File: config.mk
export PLATFORM = sky130hd
export DESIGN_NAME = base64_encoder_plus_escape
export DESIGN_NICKNAME = d
export VERILOG_FILES = /design/src/rtl/core/b64e_pkg.sv /design/src/rtl/core/b64e_encode.sv /design/src/rtl/core/b64e_serial.sv /design/src/rtl/core/base64_encoder_plus_escape.sv
export SDC_FILE = /design/constraint.sdc
export NUM_CORES = 1
export LEC_CHECK = 0
export BUFFER_PORTS_ARGS = -buffer_cell sky130_fd_sc_hd__buf_2
export CORE_ASPECT_RATIO = 1.75
export CORE_MARGIN = 2
export CORE_UTILIZATION = 40
export DETAILED_ROUTE_END_ITERATION = 7
export PLACE_DENSITY = 0.68
export SYNTH_ARGS = -nofsm -noshare
export SYNTH_HDL_FRONTEND = slang
export SYNTH_SLANG_ARGS = --single-unit
File: constraint.sdc
create_clock -name clk -period 6.1 [get_ports clk]
set_input_delay 0.915 -clock clk [delete_from_list [all_inputs] [get_ports clk]]
set_output_delay 0.915 -clock clk [all_outputs]
set_load 0.005 [all_outputs]
File: src/rtl/core/b64e_pkg.sv
// ----------------------------------------------------------------------------
// b64e_pkg: shared types and constants for the base64 encoder with escaping
// Holds the character codes, the symbol alphabet lookup and the token
// bundle that passes from the encoder stage to the character serializer.
// ----------------------------------------------------------------------------
package b64e_pkg;

  typedef logic [7:0] char_t;
  typedef logic [5:0] sym_t;

  // Up to four base64 characters per input byte, first one in slot 0.
  localparam int unsigned MaxTokens = 4;
  localparam int unsigned TokCntW   = 3;

  typedef logic [MaxTokens-1:0][7:0] tok_vec_t;

  typedef struct packed {
    tok_vec_t             toks;
    logic [TokCntW-1:0]   cnt;
    logic                 msg_last;
  } enc_result_t;

  // Position of a byte within its three-byte group.
  typedef enum logic [1:0] {
    PhaseFirst  = 2'd0,
    PhaseSecond = 2'd1,
    PhaseThird  = 2'd2,
    PhaseUnused = 2'd3
  } phase_t;

  // Which of the three escape characters is being sent for a plus sign.
  typedef enum logic [1:0] {
    EscPct  = 2'd0,
    EscTwo  = 2'd1,
    EscLowB = 2'd2
  } esc_idx_t;

  localparam char_t CharPlus  = 8'h2B;  // '+'
  localparam char_t CharPad   = 8'h3D;  // '='
  localparam char_t CharPct   = 8'h25;  // '%'
  localparam char_t CharTwo   = 8'h32;  // '2'
  localparam char_t CharLowB  = 8'h62;  // 'b'
  localparam char_t CharSlash = 8'h2F;  // '/'

  // Standard base64 alphabet: A-Z, a-z, 0-9, '+', '/'.
  function automatic char_t b64_char(input sym_t sym);
    char_t wide;
    wide = {2'b00, sym};
    if (sym < 6'd26) begin
      return wide + 8'h41;
    end else if (sym < 6'd52) begin
      return wide + 8'h47;          // 'a' minus 26
    end else if (sym < 6'd62) begin
      return wide + 8'hFC;          // '0' minus 52, modulo 256
    end else if (sym == 6'd62) begin
      return CharPlus;
    end else begin
      return CharSlash;
    end
  endfunction

endpackage

File: src/rtl/core/b64e_encode.sv
// ----------------------------------------------------------------------------
// b64e_encode: group phase tracking and symbol generation
// Keeps the group phase and the leftover bits, and turns one byte into
// one to four base64 characters, including padding on the final byte.
// ----------------------------------------------------------------------------
module b64e_encode import b64e_pkg::*; (
  input  logic        clk,
  input  logic        rst,
  input  logic [7:0]  data_byte,
  input  logic        last_byte,
  input  logic        load,
  output enc_result_t result
);

  phase_t     phase;
  phase_t     phase_next;
  logic [3:0] leftover;
  logic [3:0] leftover_next;

  always_comb begin
    result.toks     = '0;
    result.cnt      = TokCntW'(1);
    result.msg_last = last_byte;
    phase_next      = phase;
    leftover_next   = leftover;
    unique case (phase)
      PhaseSecond: begin
        result.toks[0] = b64_char({leftover[1:0], data_byte[7:4]});
        leftover_next  = data_byte[3:0];
        phase_next     = PhaseThird;
        if (last_byte) begin
          result.toks[1] = b64_char({data_byte[3:0], 2'b00});
          result.toks[2] = CharPad;
          result.cnt     = TokCntW'(3);
        end
      end
      PhaseThird: begin
        result.toks[0] = b64_char({leftover, data_byte[7:6]});
        result.toks[1] = b64_char(data_byte[5:0]);
        result.cnt     = TokCntW'(2);
        leftover_next  = 4'd0;
        phase_next     = PhaseFirst;
      end
      default: begin
        // The unused phase code behaves as the start of a group.
        result.toks[0] = b64_char(data_byte[7:2]);
        leftover_next  = {2'b00, data_byte[1:0]};
        phase_next     = PhaseSecond;
        if (last_byte) begin
          result.toks[1] = b64_char({data_byte[1:0], 4'b0000});
          result.toks[2] = CharPad;
          result.toks[3] = CharPad;
          result.cnt     = TokCntW'(4);
        end
      end
    endcase
    if (last_byte) begin
      phase_next    = PhaseFirst;
      leftover_next = 4'd0;
    end
  end

  always_ff @(posedge clk) begin
    if (rst) begin
      phase    <= PhaseFirst;
      leftover <= 4'd0;
    end else if (load) begin
      phase    <= phase_next;
      leftover <= leftover_next;
    end
  end

endmodule

File: src/rtl/core/b64e_serial.sv
// ----------------------------------------------------------------------------
// b64e_serial: character output register and serializer
// Holds the characters of one byte and sends them one per word, expanding
// each plus sign into the three-character escape.
// ----------------------------------------------------------------------------
module b64e_serial import b64e_pkg::*; (
  input  logic        clk,
  input  logic        rst,
  input  enc_result_t result,
  input  logic        in_valid,
  output logic        in_ready,
  output logic        load,
  output logic        out_valid,
  input  logic        out_ready,
  output logic [7:0]  out_char,
  output logic        last_char
);

  tok_vec_t           toks;
  logic [TokCntW-1:0] cnt;
  esc_idx_t           esc;
  esc_idx_t           esc_next;
  logic               msg_last;

  logic is_plus;
  logic final_sub;
  logic take;
  logic drain;

  assign is_plus   = (toks[0] == CharPlus);
  assign final_sub = !is_plus || (esc == EscLowB);
  assign out_valid = (cnt != '0);
  assign take      = out_valid && out_ready;
  assign drain     = take && (cnt == TokCntW'(1)) && final_sub;
  assign in_ready  = (cnt == '0) || drain;
  assign load      = in_valid && in_ready;
  assign last_char = msg_last && (cnt == TokCntW'(1)) && final_sub;

  always_comb begin
    out_char = toks[0];
    esc_next = EscPct;
    if (is_plus) begin
      unique case (esc)
        EscPct: begin
          out_char = CharPct;
          esc_next = EscTwo;
        end
        EscTwo: begin
          out_char = CharTwo;
          esc_next = EscLowB;
        end
        default: begin
          out_char = CharLowB;
          esc_next = EscPct;
        end
      endcase
    end
  end

  always_ff @(posedge clk) begin
    if (rst) begin
      cnt <= '0;
      esc <= EscPct;
    end else if (load) begin
      cnt <= result.cnt;
      esc <= EscPct;
    end else if (take) begin
      if (final_sub) begin
        cnt <= cnt - TokCntW'(1);
        esc <= EscPct;
      end else begin
        esc <= esc_next;
      end
    end
  end

  always_ff @(posedge clk) begin
    if (load) begin
      toks     <= result.toks;
      msg_last <= result.msg_last;
    end else if (take && final_sub) begin
      toks <= {8'h00, toks[MaxTokens-1:1]};
    end
  end

endmodule

File: src/rtl/core/base64_encoder_plus_escape.sv
// ----------------------------------------------------------------------------
// base64_encoder_plus_escape: streaming base64 encoder with plus escaping
// Encodes a byte stream into standard base64 characters, pads the final
// group with '=' and sends every '+' as the three characters "%2b".
// ----------------------------------------------------------------------------
//
//  Channel   Direction  Word contents                      Marker
//  s_*       in         tdata[7:0] = data_byte             tlast = last_byte
//  m_*       out        tdata[7:0] = out_char              tlast = last_char
//
// Each accepted byte turns into one to four base64 characters, and each of
// those leaving as a plus sign becomes three characters, so a byte yields one
// to six output words. The output port moves one character per cycle while
// m_tready is high, which sets the rate; the output is about four characters
// for every three bytes of text without plus signs.
// The next byte is taken in the same cycle as the last character of the
// current byte leaves. Reset clears the group phase and the output buffer.
// A stall on m_tready holds the current character, and s_tready stays low
// for as long as the stall lasts, because a new byte only enters with the
// last character of the current one.
//
module base64_encoder_plus_escape import b64e_pkg::*; (
  input  logic       clk,
  input  logic       rst,
  input  logic       s_tvalid,
  output logic       s_tready,
  input  logic [7:0] s_tdata,   // [7:0] data_byte
  input  logic       s_tlast,   // last_byte
  output logic       m_tvalid,
  input  logic       m_tready,
  output logic [7:0] m_tdata,   // [7:0] out_char
  output logic       m_tlast    // last_char
);

  enc_result_t result;
  logic        load;

  // Group phase, leftover bits and the characters for the incoming byte.
  b64e_encode u_encode (
    .clk       (clk),
    .rst       (rst),
    .data_byte (s_tdata),
    .last_byte (s_tlast),
    .load      (load),
    .result    (result)
  );

  // Result register holding the characters of one byte; the escape of a
  // plus sign is expanded as the characters leave.
  b64e_serial u_serial (
    .clk       (clk),
    .rst       (rst),
    .result    (result),
    .in_valid  (s_tvalid),
    .in_ready  (s_tready),
    .load      (load),
    .out_valid (m_tvalid),
    .out_ready (m_tready),
    .out_char  (m_tdata),
    .last_char (m_tlast)
  );

endmodule
# Word-level counts from Yosys, hierarchy flattened
# Cells that the tools add are included.
# word_totals
inputBits	13
register_bits	44
out_inout_bits	11
# op_classes
reduce_logical	19
n_eq_ne	10
n_mux	43
order_cmp	18
n_addsub	19
# ops
cell	n
8-bit 2-to-1 mux	19
6-bit by 7-bit adder with 8-bit output, second input constant	12
6-bit less-than comparator, second input constant	12
32-bit 2-to-1 mux	2
7-bit by 3-bit adder with 8-bit output, second input constant	6
19-bit one-hot mux with 2 select lines	1
6-bit by 5-bit less-than comparator with 1-bit output, second input constant	6
6-bit == test, second input constant	4
3-bit 2-to-1 mux	8
22-bit 2-to-1 mux	1
8-bit one-hot mux with 2 select lines	1
14-bit 2-to-1 mux	1
7-bit one-hot mux with 2 select lines	1
8-bit by 6-bit == test with 1-bit output, second input constant	1
2-bit 2-to-1 mux	4
2-bit one-hot mux with 2 select lines	2
4-bit one-hot mux with 2 select lines	1
1-bit logical AND	7
6-bit 2-to-1 mux	1
2-bit nonzero test	3
2-bit by 1-bit == test with 1-bit output, second input constant	2
2-bit == test, second input constant	2
4-bit 2-to-1 mux	1
2-bit OR reduction	2
8 further kinds	9

# Depth between registers and ports, before layout
# Gate-level depths: netlist (run 1).
# depth
word_depth	8
ltp_mapped	11
ltp_nobuf	10

# Cells and area by module
# Synthesis (run 1) repeated with hierarchy kept, for this count alone.
# unflattened
cells_unflattened	502
area_unflattened_um2	4291.6
# by_module_without_submodules
mod	instances	cells_each	seq_area_each_um2	area_each_um2
b64e_encode	1	370	120.1	2448.6
b64e_serial	1	132	1091.0	1843.0

# Least setup slack after synthesis (run 1)
# Ideal clock, no wire load.
# synth_timing
path_kind	input to register
startpoint	input s_tdata[2]
endpoint	register u_serial.toks[13] (netlist bit) (data pin)
arrival_ns	2.718
stages	10
n_path_buf	2
required_ns	5.836
setup_slack_ns	3.118
path_cell_list	clkbuf_1 inv_1 ha_1 nor2b_1 clkbuf_1 nor3_1 a2111oi_0 a21oi_1 o211ai_1 a31oi_1
# synth_via
elab_chain_len	7
elab_cells_between_ends	21
# synth_rtl
element	line_no	source
start: declaration	base64_encoder_plus_escape.sv:27	input logic [7:0] s_tdata,
7-bit by 3-bit adder with 8-bit output or 6-bit less-than comparator (tied branches)	b64e_pkg.sv:54, b64e_pkg.sv:53	
8-bit 2-to-1 mux	b64e_pkg.sv:53	end else if (sym < 6'd62) begin
8-bit 2-to-1 mux	b64e_pkg.sv:51	end else if (sym < 6'd52) begin
8-bit 2-to-1 mux	b64e_pkg.sv:49	if (sym < 6'd26) begin
14-bit 2-to-1 mux	b64e_encode.sv:31	if (last_byte) begin
19-bit one-hot mux with 2 select lines (*)	b64e_encode.sv:26	unique case (phase)
32-bit 2-to-1 mux (*)	b64e_serial.sv:78	if (load) begin
end signal: assignment	b64e_serial.sv:79	toks <= result.toks;
end signal: assignment	b64e_serial.sv:82	toks <= {8'h00, toks[MaxTokens-1:1]};
end: declaration	b64e_serial.sv:19	tok_vec_t toks;
# Every way passes the cells marked *; elsewhere a longest branch is shown, timed or not.
# A chain may end at the register's enable or synchronous reset.

# Final worst setup path (run 1)
# layout_timing
startpoint	input s_tdata[4]
endpoint	register u_serial.toks[3] (netlist bit) (data pin)
# layout_via
elab_chain_len	6
elab_cells_between_ends	20
# layout_rtl
element	line_no
7-bit by 3-bit adder with 8-bit output or 6-bit less-than comparator (tied branches)	b64e_pkg.sv:54, b64e_pkg.sv:53
8-bit 2-to-1 mux	b64e_pkg.sv:53
8-bit 2-to-1 mux	b64e_pkg.sv:51
8-bit 2-to-1 mux	b64e_pkg.sv:49
19-bit one-hot mux with 2 select lines (*)	b64e_encode.sv:26
32-bit 2-to-1 mux (*)	b64e_serial.sv:78
# Marks and branches as above.

==> results of run 1 <==
## cell usage after synthesis (2+ instances only)
master / instances
inv_1: 18
o32a_1: 3
o221ai_1: 3
o21ai_0: 24
a22oi_1: 2
a211oi_1: 11
a21o_1: 8
ha_1: 25
a311oi_1: 5
a2111oi_0: 2
mux2i_1: 4
mux2_2: 4
nand2b_1: 8
xor2_1: 4
nand4_1: 3
or3_1: 2
xnor2_1: 9
nor4_1: 2
nor2_1: 34
nand3b_1: 3
and3b_1: 2
dfxtp_1: 11
buf_6: 2
and3_1: 2
edfxtp_1: 19
a41oi_1: 2
a31oi_1: 10
o31ai_1: 5
o311ai_0: 2
buf_2: 17
a22o_1: 4
nand2_1: 47
a21oi_1: 41
nor3_1: 18
inv_2: 4
o211ai_1: 4
nand3_1: 27
nor2b_1: 7
clkbuf_1: 17
a221oi_1: 6
buf_4: 3
and2_1: 2
## power by group
part | leakage, nW | total, mW | switching, mW | internal, mW
combinational | 1.01 | 0.512 | 0.315 | 0.197
sequential | 0.278 | 0.387 | 0.0522 | 0.335
clock | 0.0739 | 0.244 | 0.0829 | 0.161
## per-layer routing
metal	share of wire [%]	global-route usage, %	routed length [um]	up-vias
met1	38	24.28	3678	1631
met2	52	36.97	5065	147
li1	-	-	-	1632
met4	4.6	12.83	449	0
met5	0	0	0	-
met3	4.9	1.920	469	34
## metrics by stage
step | power, mW | utilization (%)
CTS | 1.145 | 43.50
global route | 1.222 | 43.50
global placement | 0.8869 | 41.71
detailed placement | 0.9009 | 41.71
floorplan | 0.7550 | -
finish | 1.144 | 43.50
## cell families (layout without fill, tap and decap cells)
group,after synthesis,in the layout,share of synthesized area [%]
adders and majority gates,25,25,9.195
muxes,8,8,2.501
DFF,30,30,23.24
and+or+nand+nor,164,164,23.98
xor gates and xnor gates,13,13,3.347
buffers and inverters,63,55,8.385
AOI/OAI and AO/OA,146,146,29.35
## worst max path at each step
stage / start / end / slack (ns) / cells after the start
2_1_floorplan: s_tdata[2] / u_serial.toks[13] / 3.12 / 10
3_3_place_gp: s_tdata[4] / u_serial.toks[3] / 2.49 / 9
3_5_place_dp: s_tdata[4] / u_serial.toks[3] / 2.48 / 9
4_1_cts: s_tdata[4] / u_serial.toks[3] / 2.76 / 9
5_1_grt: s_tdata[4] / u_serial.toks[3] / 2.40 / 9
6_report: s_tdata[4] / u_serial.toks[3] / 2.68 / 9
## worst reg2reg max path, delay by kind of cell (launching register included)
family          cells  cell delay (ns)
compound gates      5             1.16
flops               1             0.68
fa+ha+maj           1             0.46
simple gates        1             0.29
## final cells by class
class / instances / area, sq um / area share (%)
Clock inverter: 1 / 5.005 / 0.1393
Tap cell: 92 / 115.1 / 3.204
Timing Repair Buffer: 25 / 130.1 / 3.622
Sequential cell: 30 / 790.8 / 22.01
Clock buffer: 7 / 142.6 / 3.971
Multi-Input combinational cell: 356 / 2326 / 64.75
Inverter: 22 / 82.58 / 2.299
## sequential cells by signal, summed over array words and instances (netlist names)
name and count:
u_encode.phase 2, u_serial.msg_last 1, u_encode.leftover 4, u_serial.toks 18
u_serial.esc 2, u_serial.cnt 3
==> key figures, run 1 <==
Outcome
  – Status: finished, final reports clean

Setup path
  – Critical-path cell list: buf_2, inv_1, ha_1, a21o_1, a21oi_1, a31oi_1, nor4_1, o32a_1, o221ai_1
  – Crit. End Element: flip-flop
  – Critical Path RT: 6.10 ns
  – Worst Reg-to-Reg Cells: 7
  – Delay-heaviest family, CP: compound AO/OA/AOI/OAI gates
  – Slowest CP cell: a21oi_1
  – Worst R2R Setup Slack: 3.27 ns
  – Reg2reg end: u_serial.toks[5]
  – FF-to-FF Start: u_encode.leftover[1]
  – Worst Setup Start Kind: input pin
  – Max stage delay on crit path: 0.70 ns
  – Worst-path fanout max: 17
  – Critical path class: input pin to flip-flop
  – Buf/Inv on CP: 2
  – Arr. time, crit path: 3.42 ns

Global route
  – Grt total ovfl: 0
  – Largest net degree at the start of global routing: 35
  – Initial antenna violation count: 0
  – Vias in the first global route: 3243
  – Wire length of the first global-routing pass: 15.79 mm
  – Total track usage: 21.30%

Timing
  – Least-Margin Pin Slew: 0.9613 ns
  – Setup_tns: 0 ns
  – RSZ-0062 raised after global routing: false
  – Setup Skew: 0.003877 ns
  – Hold slack: 0.4791 ns
  – Setup violators final: 0
  – Final hold violation count: 0
  – Tcrit/Tclk final: 56.10%
  – Final WS setup: 2.678 ns
  – Max-slew violations: 0
  – Min Tclk post-route: 3.422 ns
  – Worst slew margin: 35.91%
  – Fmax: 292.2 MHz

Power
  – Cell Pwr Density: 318.5 mW/mm^2
  – VDD IR-drop max: 0.1576 mV
  – Pleak: 1.360 nW

Logic synthesis
  – Proportion of netlist area held by the largest area contributor: 16.77%
  – Main synth FF type: edfxtp_1
  – Synthesized area: 0.003402 sq mm
  – Share of flip-flops with an asynchronous set or reset: 0%
  – Post-synth EDFFs: 19
  – Seq/Total Area, Yosys: 23.24%
  – Synth area leaders: edfxtp_1 17%, ha_1 9.2%, dfxtp_1 6.5%, a21oi_1 6.0%, nand2_1 5.2%
  – Net Count, Synth: 487
  – Ys Warns: 0
  – Mapped Cells: 449
  – Yosys reg bits: 30
  – Synth area leader: edfxtp_1
  – Post-Syn Area per Cell: 7.577 sq um
  – Unique masters post-synth: 65

Clock network
  – CTS HTree Levels: 2
  – Resized cells post-CTS: 0
  – Clock Tree Buf Depth: 2
  – TritonCTS clock tree: done
  – Num CTS Buffers: 5
  – Reg clk slew, reported paths: 0.05 ns
  – Clock latency on the worst-skew pair: 0.27 ns
  – Root Buffer: clkbuf_16
  – CTS Hold Bufs: 0
  – CTS sink count: 30
  – Setup bufs post-CTS: 0

Floorplan
  – Total die area: 0.009288 sq mm
  – Chip width: 73.72 um
  – Die Y-Extent: 126 um
  – Site row count: 44
  – Core box area: 0.008258 sq mm
  – Io pins: 24
  – Initial Util: 41.20%

Final layout
  – Number of nets in the layout: 478
  – Final std cells w/o fill: 533
  – Layout fillers: 850
  – Commonest non-fill, non-tap cell in the layout: nand2_1
  – Post-route cell area: 0.003592 sq mm
  – Layout cell share with drive strength beyond 1: 11.56%
  – Diode count: 0
  – Most frequent cells in the layout: 47 x nand2_1, 41 x a21oi_1, 34 x nor2_1
  – Area delta synth->final: 5.590%

Detailed routing
  – Total Wirelength: 9.662 mm
  – Vias: 3444
  – Wire per inst: 18.13 um
  – DR iter-0 viols: 449
  – Vias per cell: 6.462
  – DRT antenna net count: 0
  – Pre-Repair DR Iteration Count: 5
  – Drt drc: 0

Place
  – Placed Cells: 525
  – Pre-CTS WS: 2.484 ns
  – Port Buffers: 23
  – RD Place Congestion: 0.9251
  – DP Area: 0.003445 sq mm
  – HPWL after DPL: 7.147 mm

Worst hold path
  – Hold Path Origin: u_encode.phase[1]
  – Hold depth: 2
  – Worst Hold Path EP: u_encode.phase[1]
  – HP Class: flip-flop to flip-flop

Job
  – # Max-Cap Violations: 0
No activity file was read; power rests on OpenSTA's default activity.
==> run 2, diff against run 1 <==
==> constraint.sdc (replaced) <==
create_clock -name clk -period 3.19 [get_ports clk]
set_input_delay 0.4785 -clock clk [delete_from_list [all_inputs] [get_ports clk]]
set_output_delay 0.4785 -clock clk [all_outputs]
set_load 0.005 [all_outputs]
==> run 2 against run 1 <==
Compared with the run above:
- die area is the same
- utilization is 1.2 points higher
- critical endpoint is now u_serial.toks[2]
- combinational power is 99% higher
- total power rose by 94%
- register-to-register slack worse by 2.8 ns
- clock power is 90% higher
- design area is 2.7% higher
- clock skew hardly changed
- sequential share of layout area decreased by 0.57 points
- sequential power is 90% higher
- worst hold slack worse by 0.0013 ns
- sequential cell count is the same
==> key figures, run 2 (synthesis gave the netlist of run 1 again) <==
Setup path
  – Critical Path RT: 3.22 ns
  – Worst R2R Setup Slack: 0.43 ns
  – Arr. time, crit path: 2.79 ns
  – Critical path class: flip-flop to flip-flop
  – Max stage delay on crit path: 0.59 ns
  – CP startpoint: u_encode.leftover[1]
  – FF-to-FF Start: u_encode.leftover[1]
  – Slowest CP cell: dfxtp_1
  – Critical-path cell list: ha_1, a211oi_1, nor3_1, a221oi_1, o21ai_0, o311ai_0, o221a_2
  – Worst-path fanout max: 10
  – Worst Setup Start Kind: flip-flop
  – Crit. End Element: flip-flop

Detailed routing
  – Drt drc: 0
  – Vias: 3490
  – DR iter-0 viols: 291
  – Wire per inst: 18.63 um
  – Total Wirelength: 10.17 mm
  – Vias per cell: 6.392
  – DRT antenna net count: 0
  – Pre-Repair DR Iteration Count: 7

Floorplan
  – Die Y-Extent: 126 um
  – Core box area: 0.008258 sq mm
  – Total die area: 0.009288 sq mm
  – Initial Util: 41.20%
  – Io pins: 24
  – Site row count: 44
  – Chip width: 73.72 um

Final layout
  – Final std cells w/o fill: 546
  – Regs by FF count: u_serial.toks x18, u_encode.leftover x4, u_serial.cnt x3
  – Diode count: 0
  – Layout fillers: 830
  – Layout cell share with drive strength beyond 1: 13.88%
  – Commonest non-fill, non-tap cell in the layout: nand2_1
  – Number of nets in the layout: 491
  – Top reg by flops: u_serial.toks
  – Number of flip-flops in the largest register: 18
  – Most frequent cells in the layout: 47 x nand2_1, 41 x a21oi_1, 34 x nor2_1
  – Area delta synth->final: 8.422%

Place
  – Placed Cells: 538
  – HPWL after DPL: 7.723 mm
  – RD Place Congestion: 0.9398
  – Port Buffers: 23

Clock network
  – TritonCTS clock tree: done
  – Root Buffer: clkbuf_16
  – CTS Hold Bufs: 0
  – Clock latency on the worst-skew pair: 0.27 ns
  – CTS HTree Levels: 2
  – Reg clk slew, reported paths: 0.05 ns
  – CTS sink count: 30
  – Resized cells post-CTS: 0
  – Clock Tree Buf Depth: 2
  – Num CTS Buffers: 5
  – Setup bufs post-CTS: 0

Timing
  – Worst slew margin: 54.54%
  – Setup Skew: 0.003683 ns
  – Tcrit/Tclk final: 86.65%
  – Fmax: 361.8 MHz
  – RSZ-0062 raised after global routing: false
  – Final hold violation count: 0
  – Max-slew violations: 0
  – Setup violators final: 0
  – Least-Margin Pin Slew: 0.6734 ns
  – Min Tclk post-route: 2.764 ns
  – Hold slack: 0.4778 ns
  – Setup_tns: 0 ns

Worst hold path
  – Hold Path Origin: u_encode.phase[1]
  – HP Class: flip-flop to flip-flop

Global route
  – Total track usage: 22.44%
  – Largest net degree at the start of global routing: 20
  – Grt total ovfl: 0
  – Vias in the first global route: 3390
  – Wire length of the first global-routing pass: 16.50 mm
  – Initial antenna violation count: 0

Outcome
  – Status: finished, final reports clean

Power
  – Pleak: 1.421 nW
  – Total power: 2.218 mW
  – Cell Pwr Density: 601.4 mW/mm^2
  – VDD IR-drop max: 0.2837 mV

Job
  – # Max-Cap Violations: 0
[run 2: changes by cell type in the layout (fill, tap and decap cells not counted)]
cell      before  now
clkinv_2       1    0
clkbuf_1       1    0
buf_4          2   15
clkinv_1       0    2
[run 2: through the flow]
stage / cell area (sq um) / worst slack [ns] / utilization [%]
final: 3689 / 0.4258 / 44.67
after global routing: 3689 / 0.2761 / 44.67
after CTS: 3689 / 0.5280 / 44.67
after detailed placement: 3542 / 0.3390 / 42.89
after global placement: 3542 / 0.4209 / 42.89
after floorplan: 3402 / 0.5290 / -
[run 2: critical path: cells and delay by family (launching register included)]
kind / cells / cell delay, ns
and+or+nand+nor: 1 / 0.51
DFF: 1 / 0.59
AOI/OAI and AO/OA: 5 / 0.99
adders and majority gates: 1 / 0.44
[run 2: final timing paths]
| check | to | cells past startpoint |
|---|---|---|
| worst max-delay path | u_serial.toks[2] | 7 |
| worst min-delay path | u_encode.phase[1] | 2 |
| worst max register to register | u_serial.toks[2] | 7 |
| worst min register to register | u_encode.phase[1] | 2 |
[run 2: metal layers]
| layer | share of wire [%] | track usage [%] | up-vias |
|---|---|---|---|
| li1 | - | - | 1658 |
| met2 | 50 | 37.61 | 163 |
| met5 | 0 | 0 | - |
| met4 | 7.4 | 16.47 | 0 |
| met3 | 4.4 | 2.480 | 50 |
| met1 | 38 | 25.17 | 1619 |
[run 2: report_power, final]
| part | switching (mW) | leakage, nW | internal [mW] | total [mW] |
|---|---|---|---|---|
| combinational | 0.620 | 1.07 | 0.401 | 1.02 |
| sequential | 0.0936 | 0.278 | 0.641 | 0.734 |
| clock | 0.159 | 0.0719 | 0.304 | 0.463 |
[run 2: layout make-up]
cell class	instances	area, sq um	area share, %
inverter	22	82.58	2.239
clock buffer	6	138.9	3.765
clock inverter	2	7.507	0.2035
multi-input combinational	356	2326	63.06
tap	92	115.1	3.121
timing repair buffer	38	227.7	6.174
sequential	30	790.8	21.44
